$ cat config.mk
export PLATFORM = sky130hd
export DESIGN_NAME = rc_pulse_to_hbridge_drive_unit
export DESIGN_NICKNAME = d
export VERILOG_FILES = /design/src/rtl/rcpd_pkg.sv /design/src/rtl/rcpd_div.sv /design/src/rtl/rcpd_dp.sv /design/src/rtl/rcpd_ctrl.sv /design/src/rtl/rc_pulse_to_hbridge_drive_unit.sv
export SDC_FILE = /design/constraint.sdc
export NUM_CORES = 1
export LEC_CHECK = 0
export ABC_AREA = 1
export BUFFER_PORTS_ARGS = -buffer_cell sky130_fd_sc_hd__buf_2
export CORE_MARGIN = 2
export CORE_UTILIZATION = 70
export CTS_BUF_LIST = sky130_fd_sc_hd__clkbuf_8
export CTS_CLUSTER_SIZE = 8
export DETAILED_ROUTE_END_ITERATION = 7
export GPL_TIMING_DRIVEN = 0
export PLACE_DENSITY_LB_ADDON = 0.3
export SYNTH_ARGS = -nofsm -noshare
export SYNTH_HDL_FRONTEND = slang
export SYNTH_SLANG_ARGS = --single-unit
$ cat constraint.sdc
create_clock -name i_clk -period 13.5 [get_ports i_clk]
set_clock_uncertainty 0.2 [all_clocks]
set_input_delay 0.675 -clock i_clk [delete_from_list [all_inputs] [get_ports i_clk]]
set_output_delay 0.675 -clock i_clk [all_outputs]
set_load 0.05 [all_outputs]
$ cat src/rtl/rcpd_pkg.sv
package rcpd_pkg;

    // Field widths of the stream and configuration ports
    localparam int PULSE_W    = 15;
    localparam int NOW_W      = 32;
    localparam int DB_W       = 7;
    localparam int TMO_W      = 16;
    localparam int DUTY_W     = 7;
    localparam int SPEED_W    = 8;
    localparam int STAT_W     = 2;
    localparam int CFG_IDX_W  = 2;
    localparam int CFG_DATA_W = 16;

    localparam int S_FIELDS_W = PULSE_W + NOW_W;
    localparam int S_TDATA_W  = ((S_FIELDS_W + 7) / 8) * 8;
    localparam int M_FIELDS_W = 4 * DUTY_W + SPEED_W + STAT_W;
    localparam int M_TDATA_W  = ((M_FIELDS_W + 7) / 8) * 8;

    // Reset values
    localparam logic [PULSE_W-1:0] RST_PULSE_MIN  = PULSE_W'(445);
    localparam logic [PULSE_W-1:0] RST_PULSE_MAX  = PULSE_W'(800);
    localparam logic [DB_W-1:0]    RST_DEADBAND   = DB_W'(10);
    localparam logic [TMO_W-1:0]   RST_TIMEOUT    = TMO_W'(2000);
    localparam logic [PULSE_W-1:0] RST_LAST_PULSE = PULSE_W'(100);

    typedef enum logic [CFG_IDX_W-1:0] {
        CFG_PULSE_MIN = 2'd0,
        CFG_PULSE_MAX = 2'd1,
        CFG_DEADBAND  = 2'd2,
        CFG_TIMEOUT   = 2'd3
    } t_cfg_idx;

    typedef enum logic [STAT_W-1:0] {
        ST_DRIVE = 2'd0,
        ST_LOST  = 2'd1,
        ST_ARM   = 2'd2
    } t_status;

    // Controller to datapath
    typedef struct packed {
        logic cap;
        logic upd;
        logic med;
        logic map_go;
        logic map_take;
        logic arm;
        logic resc_go;
        logic resc_take;
        logic load_out;
    } t_cmd;

    // Datapath to controller
    typedef struct packed {
        logic lost;
        logic empty;
        logic need_resc;
        logic div_busy;
        logic div_done;
    } t_dp_stat;

endpackage

$ cat src/rtl/rcpd_div.sv
module rcpd_div #(
    parameter int DIVIDEND_W = 23,
    parameter int DIVISOR_W  = 15
) (
    input  logic                  i_clk,
    input  logic                  i_rst_n,
    input  logic                  i_start,
    input  logic [DIVIDEND_W-1:0] i_dividend,
    input  logic [DIVISOR_W-1:0]  i_divisor,
    output logic                  o_busy,
    output logic                  o_done,
    output logic [DIVIDEND_W-1:0] o_quotient
);

    localparam int CNT_W = $clog2(DIVIDEND_W);

    logic                  r_busy;
    logic                  r_done;
    logic [CNT_W-1:0]      r_cnt;
    logic [DIVIDEND_W-1:0] r_quo;
    logic [DIVISOR_W-1:0]  r_rem;
    logic [DIVISOR_W-1:0]  r_den;

    logic [DIVISOR_W:0]    w_trial;
    logic [DIVISOR_W:0]    w_diff;
    logic                  w_ge;

    // Restoring division, one quotient bit per cycle
    assign w_trial = {r_rem, r_quo[DIVIDEND_W-1]};
    assign w_diff  = w_trial - {1'b0, r_den};
    assign w_ge    = (w_trial >= {1'b0, r_den});

    always_ff @(posedge i_clk) begin
        if (!i_rst_n) begin
            r_busy <= 1'b0;
            r_done <= 1'b0;
            r_cnt  <= '0;
        end else begin
            r_done <= 1'b0;
            if (i_start) begin
                r_busy <= 1'b1;
                r_cnt  <= CNT_W'(DIVIDEND_W - 1);
            end else if (r_busy) begin
                if (r_cnt == '0) begin
                    r_busy <= 1'b0;
                    r_done <= 1'b1;
                end else begin
                    r_cnt <= r_cnt - 1'b1;
                end
            end
        end
    end

    always_ff @(posedge i_clk) begin
        if (i_start) begin
            r_quo <= i_dividend;
            r_rem <= '0;
            r_den <= i_divisor;
        end else if (r_busy) begin
            r_rem <= w_ge ? w_diff[DIVISOR_W-1:0] : w_trial[DIVISOR_W-1:0];
            r_quo <= {r_quo[DIVIDEND_W-2:0], w_ge};
        end
    end

    assign o_busy     = r_busy;
    assign o_done     = r_done;
    assign o_quotient = r_quo;

endmodule

$ cat src/rtl/rcpd_dp.sv
module rcpd_dp #(
    parameter int FULL_SCALE = 127
) (
    input  logic                             i_clk,
    input  logic                             i_rst_n,
    input  logic                             i_cfg_we,
    input  logic [rcpd_pkg::CFG_IDX_W-1:0]   i_cfg_idx,
    input  logic [rcpd_pkg::CFG_DATA_W-1:0]  i_cfg_data,
    input  logic [rcpd_pkg::S_TDATA_W-1:0]   i_s_tdata,
    output logic [rcpd_pkg::M_TDATA_W-1:0]   o_m_tdata,
    input  rcpd_pkg::t_cmd                   i_cmd,
    output rcpd_pkg::t_dp_stat               o_st
);

    localparam int PW  = rcpd_pkg::PULSE_W;
    localparam int FSW = $clog2(FULL_SCALE + 1);
    localparam int K2W = $clog2(2 * FULL_SCALE + 1);
    localparam int DW  = PW + K2W;
    localparam int MW  = DW + 2;

    localparam logic [K2W-1:0] K_TWO_FS = K2W'(2 * FULL_SCALE);
    localparam logic [FSW-1:0] FS_U     = FSW'(FULL_SCALE);
    localparam logic [MW-1:0]  FS_M     = MW'(FULL_SCALE);
    localparam logic [PW-1:0]  FS_P     = PW'(FULL_SCALE);

    // Configuration
    logic [PW-1:0]                   r_min;
    logic [PW-1:0]                   r_max;
    logic [rcpd_pkg::DB_W-1:0]       r_db;
    logic [rcpd_pkg::TMO_W-1:0]      r_tmo;

    // Held state
    logic [PW-1:0]                   r_last;
    logic [rcpd_pkg::NOW_W-1:0]      r_lchg;
    logic [PW-1:0]                   r_h0;
    logic [PW-1:0]                   r_h1;
    logic [PW-1:0]                   r_h2;
    logic                            r_waiting;

    // Per-item working registers
    logic [PW-1:0]                   r_pulse;
    logic [rcpd_pkg::NOW_W-1:0]      r_now;
    logic [PW-1:0]                   r_med;
    logic                            r_neg;
    logic [MW-1:0]                   r_mapped;
    logic [FSW-1:0]                  r_cmag;
    logic [rcpd_pkg::SPEED_W-1:0]    r_speed;
    logic [rcpd_pkg::DUTY_W-1:0]     r_duty;
    logic                            r_drive;
    logic                            r_fwd;
    rcpd_pkg::t_status               r_stat;
    logic [rcpd_pkg::M_TDATA_W-1:0]  r_out;

    logic [rcpd_pkg::NOW_W-1:0]      w_elapsed;
    logic                            w_lost;
    logic                            w_empty;
    logic [PW-1:0]                   w_lo;
    logic [PW-1:0]                   w_hi;
    logic [PW-1:0]                   w_median;
    logic [PW:0]                     w_diff;
    logic [PW:0]                     w_dabs;
    logic [DW-1:0]                   w_num;
    logic [PW-1:0]                   w_rdiff;
    logic [DW-1:0]                   w_div_a;
    logic [PW-1:0]                   w_div_b;
    logic [DW-1:0]                   w_quo;
    logic                            w_div_busy;
    logic                            w_div_done;
    logic [MW-1:0]                   w_qx;
    logic [MW-1:0]                   w_mabs;
    logic [FSW-1:0]                  w_mag;
    logic                            w_sign;
    logic                            w_drive;
    logic                            w_db_full;
    logic [rcpd_pkg::SPEED_W-1:0]    w_speed;
    logic [rcpd_pkg::DUTY_W-1:0]     w_ha;
    logic [rcpd_pkg::DUTY_W-1:0]     w_hc;
    logic [rcpd_pkg::DUTY_W-1:0]     w_lc;
    logic [rcpd_pkg::DUTY_W-1:0]     w_la;

    // Signal loss: a changed pulse restarts the timer, so only a repeat can time out
    assign w_elapsed = r_now - r_lchg;
    assign w_lost    = (r_pulse == '0) ||
                       ((r_pulse == r_last) &&
                        (w_elapsed > rcpd_pkg::NOW_W'(r_tmo)));
    assign w_empty   = (r_max <= r_min);

    // Median of three
    assign w_lo     = (r_h0 < r_h1) ? r_h0 : r_h1;
    assign w_hi     = (r_h0 < r_h1) ? r_h1 : r_h0;
    assign w_median = (r_h2 <= w_lo) ? w_lo : ((r_h2 >= w_hi) ? w_hi : r_h2);

    // Range mapping numerator, sign and magnitude
    assign w_diff = {1'b0, r_med} - {1'b0, r_min};
    assign w_dabs = w_diff[PW] ? ((PW + 1)'(0) - w_diff) : w_diff;
    assign w_num  = DW'(w_dabs[PW-1:0]) * DW'(K_TWO_FS);

    // Rescale numerator: magnitude is at least the deadband here
    assign w_rdiff = PW'(r_cmag) - PW'(r_db);

    assign w_div_a = i_cmd.resc_go ? (DW'(w_rdiff) * DW'(FS_U)) : w_num;
    assign w_div_b = i_cmd.resc_go ? (FS_P - PW'(r_db)) : (r_max - r_min);

    rcpd_div #(
        .DIVIDEND_W (DW),
        .DIVISOR_W  (PW)
    ) u_div (
        .i_clk      (i_clk),
        .i_rst_n    (i_rst_n),
        .i_start    (i_cmd.map_go | i_cmd.resc_go),
        .i_dividend (w_div_a),
        .i_divisor  (w_div_b),
        .o_busy     (w_div_busy),
        .o_done     (w_div_done),
        .o_quotient (w_quo)
    );

    assign w_qx = MW'(w_quo);

    // Clamp and deadband decisions on the mapped value
    assign w_sign    = r_mapped[MW-1];
    assign w_mabs    = w_sign ? (MW'(0) - r_mapped) : r_mapped;
    assign w_mag     = (w_mabs > FS_M) ? FS_U : FSW'(w_mabs);
    assign w_drive   = (PW'(w_mag) >= PW'(r_db)) && (w_mag != '0);
    assign w_db_full = (PW'(r_db) >= FS_P);
    assign w_speed   = w_sign ? (rcpd_pkg::SPEED_W'(0) - rcpd_pkg::SPEED_W'(w_mag))
                              : rcpd_pkg::SPEED_W'(w_mag);

    always_ff @(posedge i_clk) begin
        if (!i_rst_n) begin
            r_min     <= rcpd_pkg::RST_PULSE_MIN;
            r_max     <= rcpd_pkg::RST_PULSE_MAX;
            r_db      <= rcpd_pkg::RST_DEADBAND;
            r_tmo     <= rcpd_pkg::RST_TIMEOUT;
            r_last    <= rcpd_pkg::RST_LAST_PULSE;
            r_lchg    <= '0;
            r_h0      <= '0;
            r_h1      <= '0;
            r_h2      <= '0;
            r_waiting <= 1'b1;
        end else begin
            if (i_cfg_we) begin
                unique case (rcpd_pkg::t_cfg_idx'(i_cfg_idx))
                    rcpd_pkg::CFG_PULSE_MIN: r_min <= i_cfg_data[PW-1:0];
                    rcpd_pkg::CFG_PULSE_MAX: r_max <= i_cfg_data[PW-1:0];
                    rcpd_pkg::CFG_DEADBAND:  r_db  <= i_cfg_data[rcpd_pkg::DB_W-1:0];
                    rcpd_pkg::CFG_TIMEOUT:   r_tmo <= i_cfg_data[rcpd_pkg::TMO_W-1:0];
                    default: ;
                endcase
            end
            if (i_cmd.upd) begin
                if (r_pulse != r_last) begin
                    r_last <= r_pulse;
                    r_lchg <= r_now;
                end
                if (!w_lost) begin
                    r_h2 <= r_h1;
                    r_h1 <= r_h0;
                    r_h0 <= r_pulse;
                end
            end
            if (i_cmd.arm && r_waiting && (w_mabs < MW'(r_db))) begin
                r_waiting <= 1'b0;
            end
        end
    end

    always_ff @(posedge i_clk) begin
        if (i_cmd.cap) begin
            r_pulse <= i_s_tdata[PW-1:0];
            r_now   <= i_s_tdata[rcpd_pkg::S_FIELDS_W-1:PW];
        end
        if (i_cmd.upd && w_lost) begin
            r_stat  <= rcpd_pkg::ST_LOST;
            r_speed <= '0;
            r_drive <= 1'b0;
        end
        if (i_cmd.med) begin
            r_med <= w_median;
        end
        if (i_cmd.map_go) begin
            r_neg <= w_diff[PW];
        end
        if (i_cmd.map_take) begin
            r_mapped <= w_empty ? '0 : ((r_neg ? (MW'(0) - w_qx) : w_qx) - FS_M);
        end
        if (i_cmd.arm) begin
            r_speed <= w_speed;
            r_stat  <= r_waiting ? rcpd_pkg::ST_ARM : rcpd_pkg::ST_DRIVE;
            r_drive <= !r_waiting && w_drive;
            r_fwd   <= !w_sign;
            r_cmag  <= w_mag;
            r_duty  <= rcpd_pkg::DUTY_W'(FULL_SCALE);
        end
        if (i_cmd.resc_take) begin
            r_duty <= rcpd_pkg::DUTY_W'(w_quo);
        end
        if (i_cmd.load_out) begin
            r_out <= rcpd_pkg::M_TDATA_W'({r_stat, r_speed, w_la, w_lc, w_hc, w_ha});
        end
    end

    // Chop the high side of the active diagonal, hold its low side on
    assign w_ha = (r_drive && r_fwd)  ? r_duty : '0;
    assign w_hc = (r_drive && !r_fwd) ? r_duty : '0;
    assign w_lc = (r_drive && r_fwd)  ? rcpd_pkg::DUTY_W'(FULL_SCALE) : '0;
    assign w_la = (r_drive && !r_fwd) ? rcpd_pkg::DUTY_W'(FULL_SCALE) : '0;

    assign o_m_tdata      = r_out;
    assign o_st.lost      = w_lost;
    assign o_st.empty     = w_empty;
    assign o_st.need_resc = !r_waiting && w_drive && !w_db_full;
    assign o_st.div_busy  = w_div_busy;
    assign o_st.div_done  = w_div_done;

endmodule

$ cat src/rtl/rcpd_ctrl.sv
module rcpd_ctrl (
    input  logic               i_clk,
    input  logic               i_rst_n,
    input  logic               i_s_tvalid,
    output logic               o_s_tready,
    output logic               o_m_tvalid,
    input  logic               i_m_tready,
    input  rcpd_pkg::t_dp_stat i_st,
    output rcpd_pkg::t_cmd     o_cmd
);

    typedef enum logic [3:0] {
        S_IDLE,
        S_UPD,
        S_MED,
        S_MAP,
        S_MDIV,
        S_ARM,
        S_RGO,
        S_RDIV,
        S_OUT
    } t_state;

    t_state r_state;
    t_state n_state;
    logic   r_out_valid;
    logic   n_out_valid;

    always_comb begin
        n_state = r_state;
        o_cmd   = '0;
        unique case (r_state)
            S_IDLE: begin
                if (i_s_tvalid) begin
                    o_cmd.cap = 1'b1;
                    n_state   = S_UPD;
                end
            end
            S_UPD: begin
                o_cmd.upd = 1'b1;
                n_state   = i_st.lost ? S_OUT : S_MED;
            end
            S_MED: begin
                o_cmd.med = 1'b1;
                n_state   = S_MAP;
            end
            S_MAP: begin
                if (i_st.empty) begin
                    o_cmd.map_take = 1'b1;
                    n_state        = S_ARM;
                end else begin
                    o_cmd.map_go = 1'b1;
                    n_state      = S_MDIV;
                end
            end
            S_MDIV: begin
                if (i_st.div_done) begin
                    o_cmd.map_take = 1'b1;
                    n_state        = S_ARM;
                end
            end
            S_ARM: begin
                o_cmd.arm = 1'b1;
                n_state   = i_st.need_resc ? S_RGO : S_OUT;
            end
            S_RGO: begin
                o_cmd.resc_go = 1'b1;
                n_state       = S_RDIV;
            end
            S_RDIV: begin
                if (i_st.div_done) begin
                    o_cmd.resc_take = 1'b1;
                    n_state         = S_OUT;
                end
            end
            S_OUT: begin
                if (!r_out_valid || i_m_tready) begin
                    o_cmd.load_out = 1'b1;
                    n_state        = S_IDLE;
                end
            end
            default: n_state = S_IDLE;
        endcase
    end

    always_comb begin
        n_out_valid = r_out_valid;
        if (o_cmd.load_out) begin
            n_out_valid = 1'b1;
        end else if (i_m_tready) begin
            n_out_valid = 1'b0;
        end
    end

    always_ff @(posedge i_clk) begin
        if (!i_rst_n) begin
            r_state     <= S_IDLE;
            r_out_valid <= 1'b0;
        end else begin
            r_state     <= n_state;
            r_out_valid <= n_out_valid;
        end
    end

    assign o_s_tready = (r_state == S_IDLE);
    assign o_m_tvalid = r_out_valid;

    a_div_wait: assert property (@(posedge i_clk) disable iff (!i_rst_n)
        (r_state == S_MDIV || r_state == S_RDIV) |-> (i_st.div_busy || i_st.div_done))
        else $error("waiting on divider that is not running");

    a_done_place: assert property (@(posedge i_clk) disable iff (!i_rst_n)
        i_st.div_done |-> (r_state == S_MDIV || r_state == S_RDIV))
        else $error("divider finished outside a wait state");

    a_no_overwrite: assert property (@(posedge i_clk) disable iff (!i_rst_n)
        o_cmd.load_out |-> (!r_out_valid || i_m_tready))
        else $error("result register reloaded over a pending beat");

endmodule

$ cat src/rtl/rc_pulse_to_hbridge_drive_unit.sv
// Flow: one item at a time through a shared bit-serial divider (range map, rescale); the
//   input is ready again in the cycle after the result loads. The result register frees
//   the input while a result waits, a second result waits for it.
// Reset (synchronous, active low): configuration defaults, history cleared, disarmed.
module rc_pulse_to_hbridge_drive_unit #(
    parameter int FULL_SCALE = 127
) (
    input  logic                             i_clk,
    input  logic                             i_rst_n,
    // Configuration write port: index selects pulse_min_us, pulse_max_us, deadband, timeout_ms
    input  logic                             i_cfg_we,
    input  logic [rcpd_pkg::CFG_IDX_W-1:0]   i_cfg_idx,
    input  logic [rcpd_pkg::CFG_DATA_W-1:0]  i_cfg_data,
    // Input beats
    input  logic                             i_s_tvalid,
    output logic                             o_s_tready,
    // tdata from bit 0 up: pulse_us[14:0], now_ms[46:15], zero pad [47]
    input  logic [rcpd_pkg::S_TDATA_W-1:0]   i_s_tdata,
    // Result beats
    output logic                             o_m_tvalid,
    input  logic                             i_m_tready,
    // tdata from bit 0 up: high_a_duty[6:0], high_c_duty[13:7], low_c_duty[20:14],
    // low_a_duty[27:21], speed[35:28], status[37:36], zero pad [39:38]
    output logic [rcpd_pkg::M_TDATA_W-1:0]   o_m_tdata
);

    // Command and status between the sequencer and the datapath
    rcpd_pkg::t_cmd     w_cmd;
    rcpd_pkg::t_dp_stat w_st;

    // Sequencer: walks each item through update, median, map, arm and rescale as needed,
    // and owns both handshakes
    rcpd_ctrl u_ctrl (
        .i_clk      (i_clk),
        .i_rst_n    (i_rst_n),
        .i_s_tvalid (i_s_tvalid),
        .o_s_tready (o_s_tready),
        .o_m_tvalid (o_m_tvalid),
        .i_m_tready (i_m_tready),
        .i_st       (w_st),
        .o_cmd      (w_cmd)
    );

    // Datapath: configuration, pulse history, timeout check, shared divider,
    // clamp and deadband logic, and the result register
    rcpd_dp #(
        .FULL_SCALE (FULL_SCALE)
    ) u_dp (
        .i_clk      (i_clk),
        .i_rst_n    (i_rst_n),
        .i_cfg_we   (i_cfg_we),
        .i_cfg_idx  (i_cfg_idx),
        .i_cfg_data (i_cfg_data),
        .i_s_tdata  (i_s_tdata),
        .o_m_tdata  (o_m_tdata),
        .i_cmd      (w_cmd),
        .o_st       (w_st)
    );

endmodule
# Word level (Yosys, flattened, before mapping)
# Cells that the tools add are included.
# word_totals
out_inout_bits	42
elab_cells	172
register_bits	363
inputBits	71
# classes
order_cmp	10
n_reduce_logical	36
multipliers	2
n_eq_ne	18
addsub	12
bitwise_logic	5
muxes	56
# ops
operator	n
15-bit two-way mux	7
23-bit two-way mux	3
25-bit two-way mux	2
15-bit by 7-bit multiplier with 22-bit output, second input constant	2
4-bit case mux with 9 select lines	1
7-bit two-way mux	5
32-bit by 16-bit greater-than comparator with 1-bit output	1
32-bit subtractor	1
15-bit <= comparator	2
15-bit subtractor	2
25-bit by 7-bit greater-than comparator with 1-bit output, second input constant	1
25-bit by 7-bit < comparator with 1-bit output	1
1-bit by 25-bit subtractor with 25-bit output, first input constant	1
25-bit by 7-bit subtractor with 25-bit output, second input constant	1
4-bit two-way mux	6
8-bit two-way mux	3
1-bit by 23-bit subtractor with 24-bit output, first input constant	1
1-bit two-way mux	22
4-bit by 3-bit equality test with 1-bit output, second input constant	4
16-bit by 15-bit greater-or-equal comparator with 1-bit output	1
2-bit AND reduction	8
15-bit by 15-bit subtractor with 16-bit output	1
15-bit equality test	1
15-bit greater-or-equal comparator	1
other kinds (33)	61

# Longest topological paths before layout
# Gate-level depths: netlist (run 1).
# logic_depth
ltp_word	10
ltp_mapped	39
mapped_depth_nobuf	39

# Modules after synthesis
# A second synthesis (run 1) with hierarchy kept.
# unflattened
hier_cells	3771
area_unflattened_um2	27163.6
# modules_own_cells
mod	cells_per_inst	seq_area_each_um2	area_each_um2	instances
rcpd_dp	3235	7126.8	23248.5	1
rcpd_div	464	1581.5	3502.1	1
rcpd_ctrl	72	100.1	412.9	1

# Least setup slack after synthesis (run 1)
# Ideal clock, no wire load.
# synth_path
path_type	register to register
from	reg u_dp.r_med[10]
to	reg u_dp.u_div.r_quo[20], in the netlist u_dp.u_div.o_quotient[20], data pin
t_arrival_ps	6214
path_slack_ps	6823
path_stages_with_launch	28
required_ps	13037
n_path_buf	2
setup_time_ps	263
synth_period_minus_slack_ps	6677
cell_sequence	edfxtp_1 ha_1 a21oi_1 o21ai_0 a2111oi_0 and2_1 buf_2 buf_2 o21ai_0 xor2_1 inv_1 fa_1 fa_1 fa_1 inv_1 fa_1 ha_1 nand2_1 o21ai_0 a21oi_1 o21a_1 inv_1 a21oi_1 o21ai_0 a21boi_0 or2_2 nand3_1 a22oi_1
# synth_via
elab_cells_between_ends	6
classes_between	add/sub (2); mul (1); mux (3)
# synth_lines
element	line	source
start: declaration	rcpd_dp.sv:43	logic [PW-1:0] r_med;
start signal: assignment	rcpd_dp.sv:179	r_med <= w_median;
15-bit by 15-bit subtractor with 16-bit output	rcpd_dp.sv:94	assign w_diff = {1'b0, r_med} - {1'b0, r_min};
net u_dp.w_diff[15]	rcpd_dp.sv:60	logic [PW:0] w_diff;
15-bit two-way mux	rcpd_dp.sv:95	assign w_dabs = w_diff[PW] ? ((PW + 1)'(0) - w_diff) : w_diff;
15-bit by 7-bit multiplier with 22-bit output	rcpd_dp.sv:96	assign w_num = DW'(w_dabs[PW-1:0]) * DW'(K_TWO_FS);
23-bit two-way mux	rcpd_dp.sv:101	assign w_div_a = i_cmd.resc_go ? (DW'(w_rdiff) * DW'(FS_U)) : w_num;
23-bit two-way mux	rcpd_div.sv:55	if (i_start) begin
end signal: assignment	rcpd_div.sv:56	r_quo <= i_dividend;
end signal: assignment	rcpd_div.sv:61	r_quo <= {r_quo[DIVIDEND_W-2:0], w_ge};
end: declaration	rcpd_div.sv:20	logic [DIVIDEND_W-1:0] r_quo;
# The timed path passes the listed nets, and every way through them passes these cells.
# A chain may end at the register's enable or synchronous reset.

# Worst setup path after layout (run 1)
# layout_path
from	reg u_dp.r_min[10]
to	reg u_dp.u_div.r_quo[20], in the netlist u_dp.u_div.o_quotient[20], data pin
# layout_via
elab_cells_between_ends	10
classes_between	add/sub (2); mul (1); order compare (1); mux (5); bitwise (1)
# layout_lines
element	line	source
start: declaration	rcpd_dp.sv:27	logic [PW-1:0] r_min;
start signal: assignment	rcpd_dp.sv:131	r_min <= rcpd_pkg::RST_PULSE_MIN;
start signal: assignment	rcpd_dp.sv:144	rcpd_pkg::CFG_PULSE_MIN: r_min <= i_cfg_data[PW-1:0];
15-bit by 15-bit subtractor with 16-bit output	rcpd_dp.sv:94	
net u_dp.w_diff[15]	rcpd_dp.sv:60	
15-bit two-way mux	rcpd_dp.sv:95	
15-bit by 7-bit multiplier with 22-bit output	rcpd_dp.sv:96	
23-bit two-way mux	rcpd_dp.sv:101	
23-bit two-way mux	rcpd_div.sv:55	
# The timed path passes the listed nets, and every way through them passes these cells.

==> impl_metrics.yaml, run 1 <==
status:
  status: "finished, final reports clean"
sta:
  rsz0062_at_grt: "false"
  timing.fmax_mhz: 130
  hold_viol_final: 0
  setup_violations: 0
  fin_crit_sh_pct: 56.8
  setup_slack_ps: 5830
  drv_slew: 0
  finalCriticalPeriod_ps: 7670
  tightest_slew_ps: 1290
  tns_ps: 0
  relSlewSlack_pct: 14.0
yosys:
  synth_ff_type: "edfxtp_1"
  synth_cell_types: 65
  synth_top_area_share_pct: 20.6
  yosys_warnings: 0
  seq_area_frac_synth_pct: 33.9
  async_flop_share_pct: 0
  synthCells: 3353
  synth_area_leaders: "edfxtp_1, dfxtp_1, ha_1"
  synth-seq-cells: 351
  syn-cell-area_mm2: 0.0260
  netlist_top_cells_count: "nand2_1, inv_1, a21oi_1"
  yosysTopAreaCell: "edfxtp_1"
  yosysMostFrequentCell: "nand2_1"
  postSynthAreaPerCell_um2: 7.75
  synth_edf_count: 178
grt:
  grt_pass1_wl_um: 115000
  grt_usage_pct: 37.0
  overflow: 0
  antenna_found_initial: 11
  grt_max_degree: 39
  grt_pass1_vias: 23341
flow_run:
  drv_cap: 0
setup_path:
  r2r_cells: 28
  regToRegEndpoint: "u_dp.u_div.o_quotient[20]$_DFFE_PP_"
  cp_top_family: "adder cells"
  cpMaxStageDelayCell: "fa_1"
  r2r_setup_slack_ps: 5830
  worst_setup_path_start_kind: "register"
  critPathArrivalTime_ps: 7860
  cp_data_required_time_ps: 13700
  crit_type: "reg -> reg"
  reg2reg_from: "u_dp.r_min[10]$_SDFFE_PN0P_"
  slowest_delay_ps: 580
  path_max_fanout: 10
  worst-path-buf-inv: 6
  worstSetupPathDepth: 28
  end_kind: "register"
floorplanning:
  io_pins: 113
  initial_core_util_pct: 71.0
  coreArea_mm2: 0.0366
  die_x_um: 197
  die_y_um: 197
  rows: 70
  dieArea_mm2: 0.0387
routing:
  num_vias: 23969
  wl_per_cell_um: 17.5
  vias_per_cell: 5.86
  drt_wl_total_um: 71400
  initialDrtViolationCount: 2032
  dr.pass1.iters: 8
  ant_nets: 0
  drc: 0
clock_tree:
  cts_tree: "done"
  htreeDepth: 2
  cts_made_buffers: 56
  cts_root_buf: "clkbuf_8"
  path_clk_slew_ps: 60
  cts_setup_buffers: 0
  cts_resized: 0
  clock_latency_ps: 700
  cts_buffer_depth: 3
  ctsHoldBuffers: 47
  clock-sinks: 351
placed_design:
  dp.cells: 3934
  dpl.hpwl_um: 53400
  port_buffers: 108
  pre_cts_ws_ps: 5920
  gp_congestion: 0.950
worst_hold_path:
  hold_depth: 3
  holdCritStartpoint: "i_cfg_data[14]"
  hold_path_class: "in -> reg"
  hold_path_end: "u_dp.r_max[14]$_SDFFE_PN0P_"
final_layout:
  syn_to_final_growth_pct: 10.7
  final_util_pct: 78.6
  nFillCells: 2515
  final_cells: 4090
  drive_gt1_share_pct: 8.88
  final_nets: 3946
-- placed cells by master (no fill, tap or decap), types with 7 or more instances in the layout --
cell / n
nand2_2: 15
dfxtp_1: 173
diode_2: 8
nand3_2: 10
nand4_1: 40
inv_1: 576
dlygate4sd3_1: 47
a31oi_1: 14
clkbuf_8: 62
buf_2: 122
nor2_1: 256
nor2_2: 15
o22ai_1: 7
clkbuf_1: 61
buf_4: 19
nor3_1: 34
nand3b_1: 11
fa_1: 71
xor2_1: 81
o21ai_0: 297
xnor2_1: 41
nand2_1: 622
nor4_1: 12
nor2_4: 8
o21ai_1: 19
o211ai_1: 33
inv_2: 19
clkinv_1: 11
edfxtp_1: 178
a21oi_1: 300
o31ai_1: 7
ha_1: 233
nand3_1: 114
o21bai_1: 8
-- flip-flops by register name, indices dropped and copies added, names as in the netlist, 8 cells and up --
name                   count
u_dp.u_div.r_den          15
u_dp.r_med                15
u_dp.r_h0                 15
u_dp.o_m_tdata            26
u_dp.r_now                32
u_dp.r_speed               8
u_dp.u_div.r_rem          15
u_dp.r_last               15
u_dp.r_pulse              15
u_dp.r_lchg               32
u_dp.u_div.o_quotient     23
u_dp.r_min                15
u_dp.r_h2                 15
u_dp.r_mapped             25
u_dp.r_max                15
u_dp.r_tmo                16
u_dp.r_h1                 15
-- worst max-delay path by stage --
| stage | startpoint | endpoint | slack, ps |
|---|---|---|---|
| after floorplan | u_dp.r_med[10]$_DFFE_PP_ | u_dp.u_div.o_quotient[20]$_DFFE_PP_ | 6820 |
| after global placement | u_dp.r_min[10]$_SDFFE_PN0P_ | u_dp.u_div.o_quotient[20]$_DFFE_PP_ | 6070 |
| after detailed placement | u_dp.r_min[10]$_SDFFE_PN0P_ | u_dp.u_div.o_quotient[20]$_DFFE_PP_ | 5920 |
| after CTS | u_dp.r_min[10]$_SDFFE_PN0P_ | u_dp.u_div.o_quotient[20]$_DFFE_PP_ | 5890 |
| after global routing | u_dp.r_min[10]$_SDFFE_PN0P_ | u_dp.u_div.o_quotient[20]$_DFFE_PP_ | 5240 |
| final | u_dp.r_min[10]$_SDFFE_PN0P_ | u_dp.u_div.o_quotient[20]$_DFFE_PP_ | 5830 |
-- metrics by stage --
step | area (µm²) | hold slack [ps]
floorplan | 26000 | 200
global placement | 27100 | 206
detailed placement | 27200 | 206
CTS | 28700 | 44.8
global route | 28800 | 80.8
finish | 28800 | 60.5
-- final cells by class --
| class | instances | area [µm²] | area share, % |
|---|---|---|---|
| repair buffers | 159 | 1060 | 3.69 |
| clock inverters | 39 | 236 | 0.822 |
| plain buffers | 93 | 438 | 1.52 |
| flip-flops and latches | 351 | 8810 | 30.6 |
| well taps | 468 | 586 | 2.04 |
| inverters | 577 | 2170 | 7.53 |
| diodes | 8 | 20.0 | 0.0696 |
| multi-input cells | 2333 | 14600 | 50.7 |
| clock buffers | 62 | 853 | 2.97 |
-- worst reg2reg max path: cells and delay by family (launching register included) --
kind,cells,cell delay [ps]
fa+ha+maj,6,2850
compound gates,11,2120
buf+inv,6,920
simple gates,4,640
xor+xnor,1,390
flops,1,310
-- cells by family (layout without fill, tap and decap cells) --
logic type | count (synthesis) | after routing | synth area share, %
and+or+nand+nor | 1167 | 1167 | 19.5
AOI/OAI and AO/OA | 730 | 730 | 15.3
buffers and inverters | 670 | 930 | 10.0
DFF | 351 | 351 | 33.9
adders and majority gates | 304 | 304 | 16.7
xor gates and xnor gates | 130 | 130 | 4.61
other | 1 | 10 | 0.0144
-- routing by layer --
metal | up-vias | global-route usage, % | share of wire [%]
li1 | 11485 | - | -
met1 | 11045 | 45.2 | 39
met2 | 1162 | 64.5 | 48
met3 | 269 | 6.59 | 7.9
met4 | 8 | 16.0 | 4.5
met5 | - | 0 | 0.080
Power of run 1 is not shown: default switching activity piles up to over one toggle a cycle in this logic, so the estimate is an artifact.
==> inputs of run 2 (changes only) <==
CORE_UTILIZATION = 65   (was 70)
clock period = 7.3 ns   (was 13.5 ns; I/O delays follow)
==> impl_metrics.yaml, run 2 (synthesis results as in run 1) <==
routing:
  wl_per_cell_um: 16.6
  drt_wl_total_um: 69400
  met3_length_um: 4010
  initialDrtViolationCount: 1857
  num_vias: 23573
  highest_layer: "met4"
  met1_length_um: 28500
  routed-wl-met2_um: 34300
  drc: 0
  dr.pass1.iters: 6
  ant_nets: 0
  vias_per_cell: 5.64
grt:
  grt_pass1_vias: 23376
  grt_max_degree: 38
  antenna_found_initial: 7
  overflow: 0
  grt_pass1_wl_um: 112000
  grt_usage_pct: 33.5
clock_tree:
  clock-sinks: 351
  cts_root_buf: "clkbuf_8"
  cts_tree: "done"
  htreeDepth: 2
  cts_made_buffers: 58
  cts_buffer_depth: 3
  path_clk_slew_ps: 60
  clock_latency_ps: 670
status:
  status: "finished, final reports clean"
setup_path:
  crit_path_start: "u_dp.r_min[0]$_SDFFE_PN1P_"
  r2r_setup_slack_ps: 400
  cpMaxStageDelayCell: "fa_1"
  r2r_cells: 28
  path_max_fanout: 5
  end_kind: "register"
  worstSetupPathDepth: 28
  endpoint: "u_dp.u_div.o_quotient[20]$_DFFE_PP_"
  critPathArrivalTime_ps: 7080
  worst-path-buf-inv: 4
  crit_top_cell: "fa_1"
  worst_setup_path_start_kind: "register"
  regToRegEndpoint: "u_dp.u_div.o_quotient[20]$_DFFE_PP_"
  cp_data_required_time_ps: 7480
  slowest_delay_ps: 570
  reg2reg_from: "u_dp.r_min[0]$_SDFFE_PN1P_"
  cp_top_family: "adder cells"
  crit_type: "reg -> reg"
sta:
  rsz0062_at_grt: "true"
  relSlewSlack_pct: 7.87
  finalCriticalPeriod_ps: 6900
  hold_viol_final: 0
  drv_slew: 0
  fin_crit_sh_pct: 94.5
  timing.fmax_mhz: 145
  tightest_slew_ps: 1380
  setup_violations: 0
floorplanning:
  die_x_um: 204
  dieArea_mm2: 0.0416
  coreArea_mm2: 0.0396
  rows: 73
  initial_core_util_pct: 65.6
  io_pins: 113
  die_y_um: 204
final_layout:
  drive_gt1_share_pct: 9.82
  final_cell_mix: "nand2_1, inv_1, a21oi_1"
  final_nets: 3973
  final_common_cell: "nand2_1"
  finish.instance_area_mm2: 0.0293
  syn_to_final_growth_pct: 12.9
placed_design:
  postPlaceCellArea_mm2: 0.0273
  port_buffers: 108
  dpl.hpwl_um: 53300
  gp_congestion: 0.973
worst_hold_path:
  hold_path_class: "in -> reg"
flow_run:
  drv_cap: 0
-- run 2: cell count changes in the layout (fill, tap and decap cells not counted), sizes merged --
cell	before	now
dlygate4sd3	47	71
clkinv	16	15
inv	598	595
diode	8	7
clkbuf	123	135
clkinvlp	0	1
bufinv	2	0
buf	144	145
-- run 2: cell type report --
| type | count | area [µm²] |
|---|---|---|
| multi-input combinational | 2333 | 14800 |
| antenna | 7 | 17.5 |
| clock inverter | 34 | 156 |
| fill | 3070 | 10300 |
| sequential | 351 | 8810 |
| clock buffer | 74 | 1020 |
| timing repair buffer | 185 | 1320 |
| tap | 525 | 657 |
| inverter | 577 | 2170 |
| buffer | 92 | 439 |
-- run 2: stage by stage --
step | instances | setup WS, ps | hold WS [ps] | util, % | setup TNS (ps)
after floorplan | 3354 | 623 | 200 | - | 0
after global placement | 3987 | -192 | 205 | 68.6 | -307
after detailed placement | 3991 | -331 | 205 | 68.8 | -800
after CTS | 4170 | 12.3 | 10.5 | 73.6 | 0
after global routing | 4177 | -106 | 62.2 | 74.0 | -362
final | 4178 | 403 | 39.0 | 74.0 | 0
-- run 2: what timing repair did --
action                                  CTS  global route
endpoints found under the setup margin    4            11
hold buffers                             71             0
setup buffers                             1             1
pin swaps                                 0             1
hold endpoints to repair                113             0
gates resized for setup                   5            29
-- run 2: layer usage --
metal	GRT usage (%)	up-vias
li1	-	11526
met1	40.2	11044
met2	59.9	803
met3	4.99	200
met4	14.0	0
met5	0	-
-- run 2: worst min-delay path by stage --
stage / end / cells after the start / slack [ps] / from
after floorplan: u_dp.o_m_tdata[28]$_DFFE_PP_ / 0 / 200 / u_dp.r_speed[0]$_SDFFCE_PP0P_
after CTS: u_dp.r_min[4]$_SDFFE_PN1P_ / 5 / 10 / i_cfg_we
after detailed placement: u_dp.o_m_tdata[34]$_DFFE_PP_ / 0 / 200 / u_dp.r_speed[6]$_SDFFCE_PP0P_
after global routing: u_dp.r_min[3]$_SDFFE_PN1P_ / 5 / 60 / i_cfg_we
final: u_dp.r_min[4]$_SDFFE_PN1P_ / 5 / 40 / i_cfg_we
after global placement: u_dp.o_m_tdata[34]$_DFFE_PP_ / 0 / 210 / u_dp.r_speed[6]$_SDFFCE_PP0P_
-- run 2: worst reg2reg max path, delay by kind of cell, from the launching register on --
kind | cells | cell delay, ps
flip-flops | 1 | 400
XOR/XNOR | 2 | 520
adder cells (fa/ha/maj) | 7 | 3000
buffers and inverters | 4 | 280
AO/OA/AOI/OAI | 7 | 980
AND/OR/NAND/NOR | 8 | 1230
Power of run 2 is left out for the same reason.
